[src/rtl/core/jsr_pkg.sv]
package jsr_pkg;

    localparam int MAX_DEPTH  = 16;
    localparam int DEPTH_BITS = $clog2(MAX_DEPTH + 1);
    localparam int POS_BITS   = 32;
    localparam int VALUE_BITS = 32;

    localparam logic [7:0] CH_OPEN   = 8'h5B;
    localparam logic [7:0] CH_CLOSE  = 8'h5D;
    localparam logic [7:0] CH_COMMA  = 8'h2C;
    localparam logic [7:0] CH_QUOTE  = 8'h22;
    localparam logic [7:0] CH_ZERO   = 8'h30;
    localparam logic [7:0] CH_NINE   = 8'h39;
    localparam logic [7:0] CH_SPACE  = 8'h20;
    localparam logic [7:0] CH_CR     = 8'h0D;
    localparam logic [7:0] CH_LF     = 8'h0A;
    localparam logic [7:0] CH_TAB    = 8'h09;

    typedef enum logic [2:0] {
        PH_WS,
        PH_INT,
        PH_STR,
        PH_ARR,
        PH_DONE
    } phase_t;

    typedef enum logic [1:0] {
        SC_NONE,
        SC_INT,
        SC_STR
    } scalar_t;

    typedef enum logic [1:0] {
        KIND_ERR = 2'd0,
        KIND_INT = 2'd1,
        KIND_STR = 2'd2,
        KIND_ARR = 2'd3
    } kind_t;

    typedef struct packed {
        phase_t                phase;
        logic [DEPTH_BITS-1:0] nest_depth;
        logic                  expect_item;
        scalar_t               inner_scalar;
        logic [POS_BITS-1:0]   byte_offset;
        logic [POS_BITS-1:0]   start_offset;
    } parse_state_t;

    typedef struct packed {
        logic                  valid;
        kind_t                 kind;
        logic [VALUE_BITS-1:0] start;
        logic [VALUE_BITS-1:0] length;
    } parse_result_t;

endpackage

[src/rtl/core/jsr_stream_if.sv]
interface jsr_stream_if;
    logic       valid;
    logic       ready;
    logic [7:0] in_byte;
    logic       end_of_stream;

    modport source (output valid, output in_byte, output end_of_stream, input ready);
    modport sink (input valid, input in_byte, input end_of_stream, output ready);
endinterface

[src/rtl/core/jsr_value_if.sv]
interface jsr_value_if;
    logic        valid;
    logic        ready;
    logic [1:0]  value_kind;
    logic [31:0] value_start;
    logic [31:0] value_length;

    modport source (output valid, output value_kind, output value_start,
                    output value_length, input ready);
    modport sink (input valid, input value_kind, input value_start,
                  input value_length, output ready);
endinterface

[src/rtl/core/jsr_step.sv]
module jsr_step (
    input  jsr_pkg::parse_state_t  cur,
    input  logic [7:0]             in_byte,
    input  logic                   end_of_stream,
    output jsr_pkg::parse_state_t  nxt,
    output jsr_pkg::parse_result_t res
);

    logic                            is_space;
    logic                            is_digit;
    logic                            scan_on;
    logic [jsr_pkg::POS_BITS-1:0]    span;
    logic [jsr_pkg::DEPTH_BITS-1:0]  depth_dec;

    assign is_space = (in_byte == jsr_pkg::CH_SPACE) || (in_byte == jsr_pkg::CH_CR) ||
                      (in_byte == jsr_pkg::CH_LF) || (in_byte == jsr_pkg::CH_TAB);
    assign is_digit = (in_byte >= jsr_pkg::CH_ZERO) && (in_byte <= jsr_pkg::CH_NINE);
    assign span     = cur.byte_offset - cur.start_offset;
    assign depth_dec = (cur.nest_depth != '0) ? cur.nest_depth - 1'b1 : cur.nest_depth;

    always_comb
    begin
        nxt          = cur;
        res.valid    = 1'b0;
        res.kind     = jsr_pkg::KIND_ERR;
        res.start    = '0;
        res.length   = '0;
        scan_on      = 1'b1;

        case (cur.phase)
            jsr_pkg::PH_WS:
            begin
                if (!is_space)
                begin
                    nxt.start_offset = cur.byte_offset;
                    if (in_byte == jsr_pkg::CH_OPEN)
                    begin
                        nxt.phase       = jsr_pkg::PH_ARR;
                        nxt.nest_depth  = jsr_pkg::DEPTH_BITS'(1);
                        nxt.expect_item = 1'b1;
                    end
                    else if (in_byte == jsr_pkg::CH_QUOTE)
                        nxt.phase = jsr_pkg::PH_STR;
                    else if (is_digit)
                        nxt.phase = jsr_pkg::PH_INT;
                    else
                        res.valid = 1'b1;
                end
            end
            jsr_pkg::PH_INT:
            begin
                if (!is_digit)
                begin
                    res.valid  = 1'b1;
                    res.kind   = jsr_pkg::KIND_INT;
                    res.start  = jsr_pkg::VALUE_BITS'(cur.start_offset);
                    res.length = jsr_pkg::VALUE_BITS'(span);
                end
            end
            jsr_pkg::PH_STR:
            begin
                if (in_byte == jsr_pkg::CH_QUOTE)
                begin
                    res.valid  = 1'b1;
                    res.kind   = jsr_pkg::KIND_STR;
                    res.start  = jsr_pkg::VALUE_BITS'(cur.start_offset);
                    res.length = jsr_pkg::VALUE_BITS'(span + 1'b1);
                end
            end
            jsr_pkg::PH_ARR:
            begin
                if (cur.inner_scalar == jsr_pkg::SC_STR)
                begin
                    scan_on = 1'b0;
                    if (in_byte == jsr_pkg::CH_QUOTE)
                    begin
                        nxt.inner_scalar = jsr_pkg::SC_NONE;
                        nxt.expect_item  = 1'b0;
                    end
                end
                else if (cur.inner_scalar == jsr_pkg::SC_INT)
                begin
                    if (is_digit)
                        scan_on = 1'b0;
                    else
                    begin
                        nxt.inner_scalar = jsr_pkg::SC_NONE;
                        nxt.expect_item  = 1'b0;
                    end
                end

                if (scan_on && !is_space)
                begin
                    if (in_byte == jsr_pkg::CH_CLOSE)
                    begin
                        nxt.nest_depth  = depth_dec;
                        nxt.expect_item = 1'b0;
                        if (depth_dec == '0)
                        begin
                            res.valid  = 1'b1;
                            res.kind   = jsr_pkg::KIND_ARR;
                            res.start  = jsr_pkg::VALUE_BITS'(cur.start_offset);
                            res.length = jsr_pkg::VALUE_BITS'(span + 1'b1);
                        end
                    end
                    else if (nxt.expect_item)
                    begin
                        if (in_byte == jsr_pkg::CH_OPEN)
                        begin
                            if (cur.nest_depth >= jsr_pkg::DEPTH_BITS'(jsr_pkg::MAX_DEPTH))
                                res.valid = 1'b1;
                            else
                                nxt.nest_depth = cur.nest_depth + 1'b1;
                        end
                        else if (in_byte == jsr_pkg::CH_QUOTE)
                            nxt.inner_scalar = jsr_pkg::SC_STR;
                        else if (is_digit)
                            nxt.inner_scalar = jsr_pkg::SC_INT;
                        else
                            res.valid = 1'b1;
                    end
                    else if (in_byte == jsr_pkg::CH_COMMA)
                        nxt.expect_item = 1'b1;
                    else
                        res.valid = 1'b1;
                end
            end
            default:
            begin
            end
        endcase

        if (res.valid)
            nxt.phase = jsr_pkg::PH_DONE;

        if (end_of_stream)
        begin
            if (nxt.phase != jsr_pkg::PH_DONE)
            begin
                res.valid = 1'b1;
                if (nxt.phase == jsr_pkg::PH_INT)
                begin
                    res.kind   = jsr_pkg::KIND_INT;
                    res.start  = jsr_pkg::VALUE_BITS'(nxt.start_offset);
                    res.length = jsr_pkg::VALUE_BITS'(
                                     cur.byte_offset - nxt.start_offset + 1'b1);
                end
                else
                begin
                    res.kind   = jsr_pkg::KIND_ERR;
                    res.start  = '0;
                    res.length = '0;
                end
            end
            nxt.phase        = jsr_pkg::PH_WS;
            nxt.nest_depth   = '0;
            nxt.expect_item  = 1'b0;
            nxt.inner_scalar = jsr_pkg::SC_NONE;
            nxt.byte_offset  = '0;
            nxt.start_offset = '0;
        end
        else
            nxt.byte_offset = cur.byte_offset + 1'b1;
    end

endmodule

[src/rtl/core/json_subset_value_recognizer_unit.sv]
// A byte accepted from stream is held in the input register, parsed combinationally from
// there by jsr_step, and its result is registered before it can be taken on value.
// Throughput: one byte per cycle while value is ready; a result held on value stalls
// the parse, and stream stops after one more byte fills the input register.
// Reset: rst_n clears the parse state, the input register valid and the
// result valid at once; no other initialization pass.
module json_subset_value_recognizer_unit (
    input  logic                clk,
    input  logic                rst_n,
    jsr_stream_if.sink          stream,
    jsr_value_if.source         value
);

    logic                   in_valid_reg;
    logic [7:0]             in_byte_reg;
    logic                   in_eos_reg;
    jsr_pkg::parse_state_t  state_reg;
    jsr_pkg::parse_state_t  state_next;
    jsr_pkg::parse_result_t step_res;
    logic                   res_valid_reg;
    logic                   res_valid_next;
    jsr_pkg::kind_t         res_kind_reg;
    logic [31:0]            res_start_reg;
    logic [31:0]            res_length_reg;
    logic                   advance;
    logic                   work;

    assign advance      = !res_valid_reg || value.ready;
    assign work         = in_valid_reg && advance;
    assign stream.ready = !in_valid_reg || advance;

    jsr_step u_step (
        .cur           (state_reg),
        .in_byte       (in_byte_reg),
        .end_of_stream (in_eos_reg),
        .nxt           (state_next),
        .res           (step_res)
    );

    always_comb
    begin
        res_valid_next = res_valid_reg;
        if (advance)
            res_valid_next = work && step_res.valid;
    end

    always_ff @(posedge clk or negedge rst_n)
    begin
        if (!rst_n)
        begin
            in_valid_reg           <= 1'b0;
            res_valid_reg          <= 1'b0;
            state_reg.phase        <= jsr_pkg::PH_WS;
            state_reg.nest_depth   <= '0;
            state_reg.expect_item  <= 1'b0;
            state_reg.inner_scalar <= jsr_pkg::SC_NONE;
            state_reg.byte_offset  <= '0;
            state_reg.start_offset <= '0;
        end
        else
        begin
            if (stream.ready)
                in_valid_reg <= stream.valid;
            res_valid_reg <= res_valid_next;
            if (work)
                state_reg <= state_next;
        end
    end

    always_ff @(posedge clk)
    begin
        if (stream.valid && stream.ready)
        begin
            in_byte_reg <= stream.in_byte;
            in_eos_reg  <= stream.end_of_stream;
        end
        if (work && step_res.valid)
        begin
            res_kind_reg   <= step_res.kind;
            res_start_reg  <= step_res.start;
            res_length_reg <= step_res.length;
        end
    end

    assign value.valid        = res_valid_reg;
    assign value.value_kind   = res_kind_reg;
    assign value.value_start  = res_start_reg;
    assign value.value_length = res_length_reg;

endmodule

[src/flat_wrapper.sv]
// flat-port wrapper written by rule: the top's interface ports become plain ports
module json_subset_value_recognizer_unit_flat 
  (clk, rst_n, stream_valid, stream_in_byte, stream_end_of_stream, stream_ready, value_valid, value_value_kind, value_value_start, value_value_length, value_ready);
  jsr_stream_if stream_i ();
  jsr_value_if value_i ();
  input  logic clk;
  input  logic rst_n;
  input wire logic [$bits(stream_i.valid)-1:0] stream_valid;
  input wire logic [$bits(stream_i.in_byte)-1:0] stream_in_byte;
  input wire logic [$bits(stream_i.end_of_stream)-1:0] stream_end_of_stream;
  output wire logic [$bits(stream_i.ready)-1:0] stream_ready;
  output wire logic [$bits(value_i.valid)-1:0] value_valid;
  output wire logic [$bits(value_i.value_kind)-1:0] value_value_kind;
  output wire logic [$bits(value_i.value_start)-1:0] value_value_start;
  output wire logic [$bits(value_i.value_length)-1:0] value_value_length;
  input wire logic [$bits(value_i.ready)-1:0] value_ready;
  assign stream_i.valid = stream_valid;
  assign stream_i.in_byte = stream_in_byte;
  assign stream_i.end_of_stream = stream_end_of_stream;
  assign stream_ready = stream_i.ready;
  assign value_valid = value_i.valid;
  assign value_value_kind = value_i.value_kind;
  assign value_value_start = value_i.value_start;
  assign value_value_length = value_i.value_length;
  assign value_i.ready = value_ready;
  json_subset_value_recognizer_unit u_core (.clk(clk), .rst_n(rst_n), .stream(stream_i), .value(value_i));
endmodule
[config.mk]
export PLATFORM = sky130hd
export DESIGN_NAME = json_subset_value_recognizer_unit_flat
export DESIGN_NICKNAME = d
export VERILOG_FILES = /design/src/rtl/core/jsr_pkg.sv /design/src/rtl/core/jsr_stream_if.sv /design/src/rtl/core/jsr_value_if.sv /design/src/rtl/core/jsr_step.sv /design/src/rtl/core/json_subset_value_recognizer_unit.sv /design/src/flat_wrapper.sv
export SDC_FILE = /design/constraint.sdc
export NUM_CORES = 1
export LEC_CHECK = 0
export BUFFER_PORTS_ARGS = -buffer_cell sky130_fd_sc_hd__buf_2
export CAP_MARGIN = 40
export CORE_ASPECT_RATIO = 1.2
export CORE_UTILIZATION = 48
export DETAILED_ROUTE_END_ITERATION = 16
export PLACE_DENSITY = 0.66
export SLEW_MARGIN = 20
export SYNTH_ARGS = -nofsm -noshare
export SYNTH_HDL_FRONTEND = slang
export SYNTH_HIERARCHICAL = 1
export SYNTH_SLANG_ARGS = --single-unit
[constraint.sdc]
create_clock -name clk -period 6.95 [get_ports clk]
set_input_delay 0.695 -clock clk [delete_from_list [all_inputs] [get_ports clk]]
set_output_delay 0.695 -clock clk [all_outputs]
set_load 0.03 [all_outputs]
==> flow_metrics.tcl <==
set metrics [dict create \
    status "completed" \
    utilization 0.5357 \
    drive_above_1_share 0.1575 \
    dpl_cell_area_um2 13000 \
    mostFrequentLayoutCells "nor2_1 (146), nand2_1 (129), a21oi_1 (110)" \
    fin_tns_setup_ns 0 \
    num_antenna_cells 0 \
    grt_setup_unrepaired "no" \
    syn_inst 1357 \
    arrival_ns 6.35 \
    cts_tree "yes" \
    gp_congestion 0.8835 \
    end_kind "register" \
    p_per_area_nw_per_um2 322.2 \
    maxCapViolCount 0 \
    final.min_clock_period_ns 6.154 \
    final_common_cell "nor2_1" \
    grt_max_degree 77 \
    grt.total_usage 0.2451 \
    largest_reg_flops 75 \
    ys_types 81 \
    grt_pass1_vias 9810 \
    final_area_um2 13640 \
    crit-reg2reg-launch "u_core/in_byte_reg[3]$_DFFE_PP_" \
    numCtsBuffers 17 \
    die_x_um 148.7 \
    synthArstFlopShare 0.5066 \
    die_y_um 178 \
    clk_pin_slew_ns 0.07 \
    required_ns 7.14 \
    finalHoldViolCount 0 \
    worstSetupStartpoint "u_core/in_byte_reg[3]$_DFFE_PP_" \
    firstDrtPassIters 5 \
    crit_fanout 37 \
    grt_pass1_wl_um 50530 \
    seq_area_frac_synth 0.3373 \
    whs_ns 0.1774 \
    drtIter0Drc 557 \
    yosys_warnings 6 \
    cp-start-kind "register" \
    postCtsSetupBuffers 0 \
    r2r_end "u_core/value.value_length[30]$_DFFE_PP_" \
    hold_class "input port to async pin" \
    avgViaCountPerCell 5.852 \
    grt_overflow 0 \
    cts-root-buf "clkbuf_16" \
    grt_antenna_before_repair 0 \
    r2r_slack_ns 0.80 \
    clockBufferDepth 2 \
    start_util 0.4866 \
    clkSinkCount 152 \
    row_count 64 \
    p_total_mw 4.395 \
    ys_seq_elements 152 \
    io_pins 81 \
    routedWlPerCell_um 17.92 \
    crit_type "register to register" \
    avgSynthCellArea_um2 9.131 \
    ir_drop_v 0.0002066 \
    r2r_cells 21 \
    skew_ns 0.01041 \
    dieArea_um2 26460 \
    ant_nets 0 \
    port_buffers 80 \
    route.final.wire_length_um 31390 \
    worst_slew_pin_slew_ns 0.8937 \
    max_freq_ghz 0.1625 \
    synth_area_um2 12390 \
    vias 10250 \
    core_um2 25460 \
    h-tree-depth 4 \
    synth-edff-count 75 \
    power_leakage_nw 5.951 \
    ctsHoldBuffers 0 \
    cts_resized 0 \
    drc_errors 0 \
    setup_viol 0 \
    syn_nets 1468 \
    post-route-period-util 0.8855 \
    area_growth_pct 10.10 \
    drv_slew 0 \
    crit_path_end "u_core/value.value_length[30]$_DFFE_PP_" \
    nets 1520 \
    hpwl_um 22580 \
    slew-limit-headroom 0.4025 \
    clock_latency_ns 0.44 \
    synth_ff_type "dfrtp_1" \
]
==> worst max-delay path: stages (launching register included) <==
cell       delay, ns
edfxtp_1        0.50
nand2_1         0.11
nor2_1          0.04
o21ai_0         0.15
a21boi_0        0.14
nand2b_1        0.33
inv_2           0.61
nor2_1          0.11
a21oi_1         0.25
ha_1            0.29
ha_1            0.37
a21oi_1         0.22
nand2_1         0.08
a21oi_1         0.27
o31ai_1         0.26
a2111oi_0       0.80
o41ai_1         0.19
a21oi_1         0.26
nor2b_1         0.10
a221oi_1        0.34
xnor2_1         0.11
a221o_1         0.34
==> worst min path at each step <==
stage	start	endpoint	slack, ns
final	rst_n	u_core/state_reg[10]$_DFFE_PN0P_	0.18
after global routing	rst_n	u_core/state_reg[10]$_DFFE_PN0P_	0.19
after floorplan	rst_n	u_core/in_valid_reg$_DFFE_PN0P_	0.40
after global placement	u_core/state_reg[7]$_DFFE_PN0P_	u_core/state_reg[7]$_DFFE_PN0P_	0.51
after detailed placement	u_core/state_reg[28]$_DFFE_PN0P_	u_core/state_reg[28]$_DFFE_PN0P_	0.52
after CTS	rst_n	u_core/state_reg[10]$_DFFE_PN0P_	0.17
==> Yosys cell counts, types with 5 or more instances <==
master | number | area (um2)
clkbuf_1 | 44 | 165.2
a22oi_1 | 11 | 82.58
a21oi_1 | 110 | 550.5
xor2_1 | 57 | 499.2
nor2_1 | 147 | 551.8
and2_1 | 9 | 56.30
nand3_1 | 27 | 135.1
nand2b_1 | 13 | 81.33
inv_1 | 61 | 229.0
a31oi_1 | 8 | 50.05
edfxtp_1 | 75 | 2252
and4_1 | 5 | 43.79
o31ai_1 | 5 | 37.54
nand4_1 | 21 | 131.4
buf_12 | 5 | 100.1
xnor2_1 | 50 | 437.9
o21ai_1 | 5 | 25.02
o21bai_1 | 7 | 52.55
nand2_1 | 129 | 484.2
o21a_1 | 11 | 82.58
dfrtp_1 | 77 | 1927
or3_1 | 11 | 68.82
a211oi_1 | 8 | 60.06
and3_1 | 22 | 137.6
o21ai_0 | 81 | 405.4
buf_2 | 8 | 40.04
mux2_2 | 25 | 281.5
a221o_1 | 6 | 60.06
nor2b_1 | 13 | 81.33
mux2_4 | 50 | 750.7
ha_1 | 96 | 1201
o211ai_1 | 9 | 67.56
o221ai_1 | 16 | 140.1
a21o_1 | 33 | 247.7
nor3_1 | 23 | 115.1
==> area by class of cell <==
type,instances,area [um2]
Fill cell,2325,11820
Timing Repair Buffer,92,533.0
Multi-Input combinational cell,1084,7689
Sequential cell,152,4179
Clock inverter,15,170.2
Clock buffer,17,425.4
Tap cell,330,412.9
Inverter,62,232.7
==> report_power, final <==
group	internal [mW]	total [mW]	leakage [nW]	switching, mW
clock	0.537	0.953	0.287	0.416
sequential	1.08	1.14	1.80	0.0543
combinational	0.866	2.30	3.87	1.44
total	2.49	4.40	5.95	1.91
==> through the flow <==
stage          setup WS [ns]  std cells
2_1_floorplan          1.860       1357
3_3_place_gp           1.038       1716
3_5_place_dp          0.9449       1717
4_1_cts               0.8783       1749
5_1_grt               0.3090       1752
6_report              0.7960       1752
==> cell families (layout without fill, tap and decap cells) <==
family	after synthesis	count (layout)	synth area share
mux	79	79	0.08654
buf+inv	121	186	0.04463
fa+ha+maj	98	98	0.1002
compound gates	354	354	0.1835
simple gates	446	446	0.1723
xor+xnor	107	107	0.07563
flops	152	152	0.3373
==> routing by layer <==
metal,vias to the layer above,share of wire,GRT usage
li1,5028,-,-
met1,4957,0.46,0.3122
met2,232,0.49,0.4198
met3,36,0.038,0.04297
met4,0,0.018,0.07689
met5,-,0,0
Power figures use the tool's default switching activity.
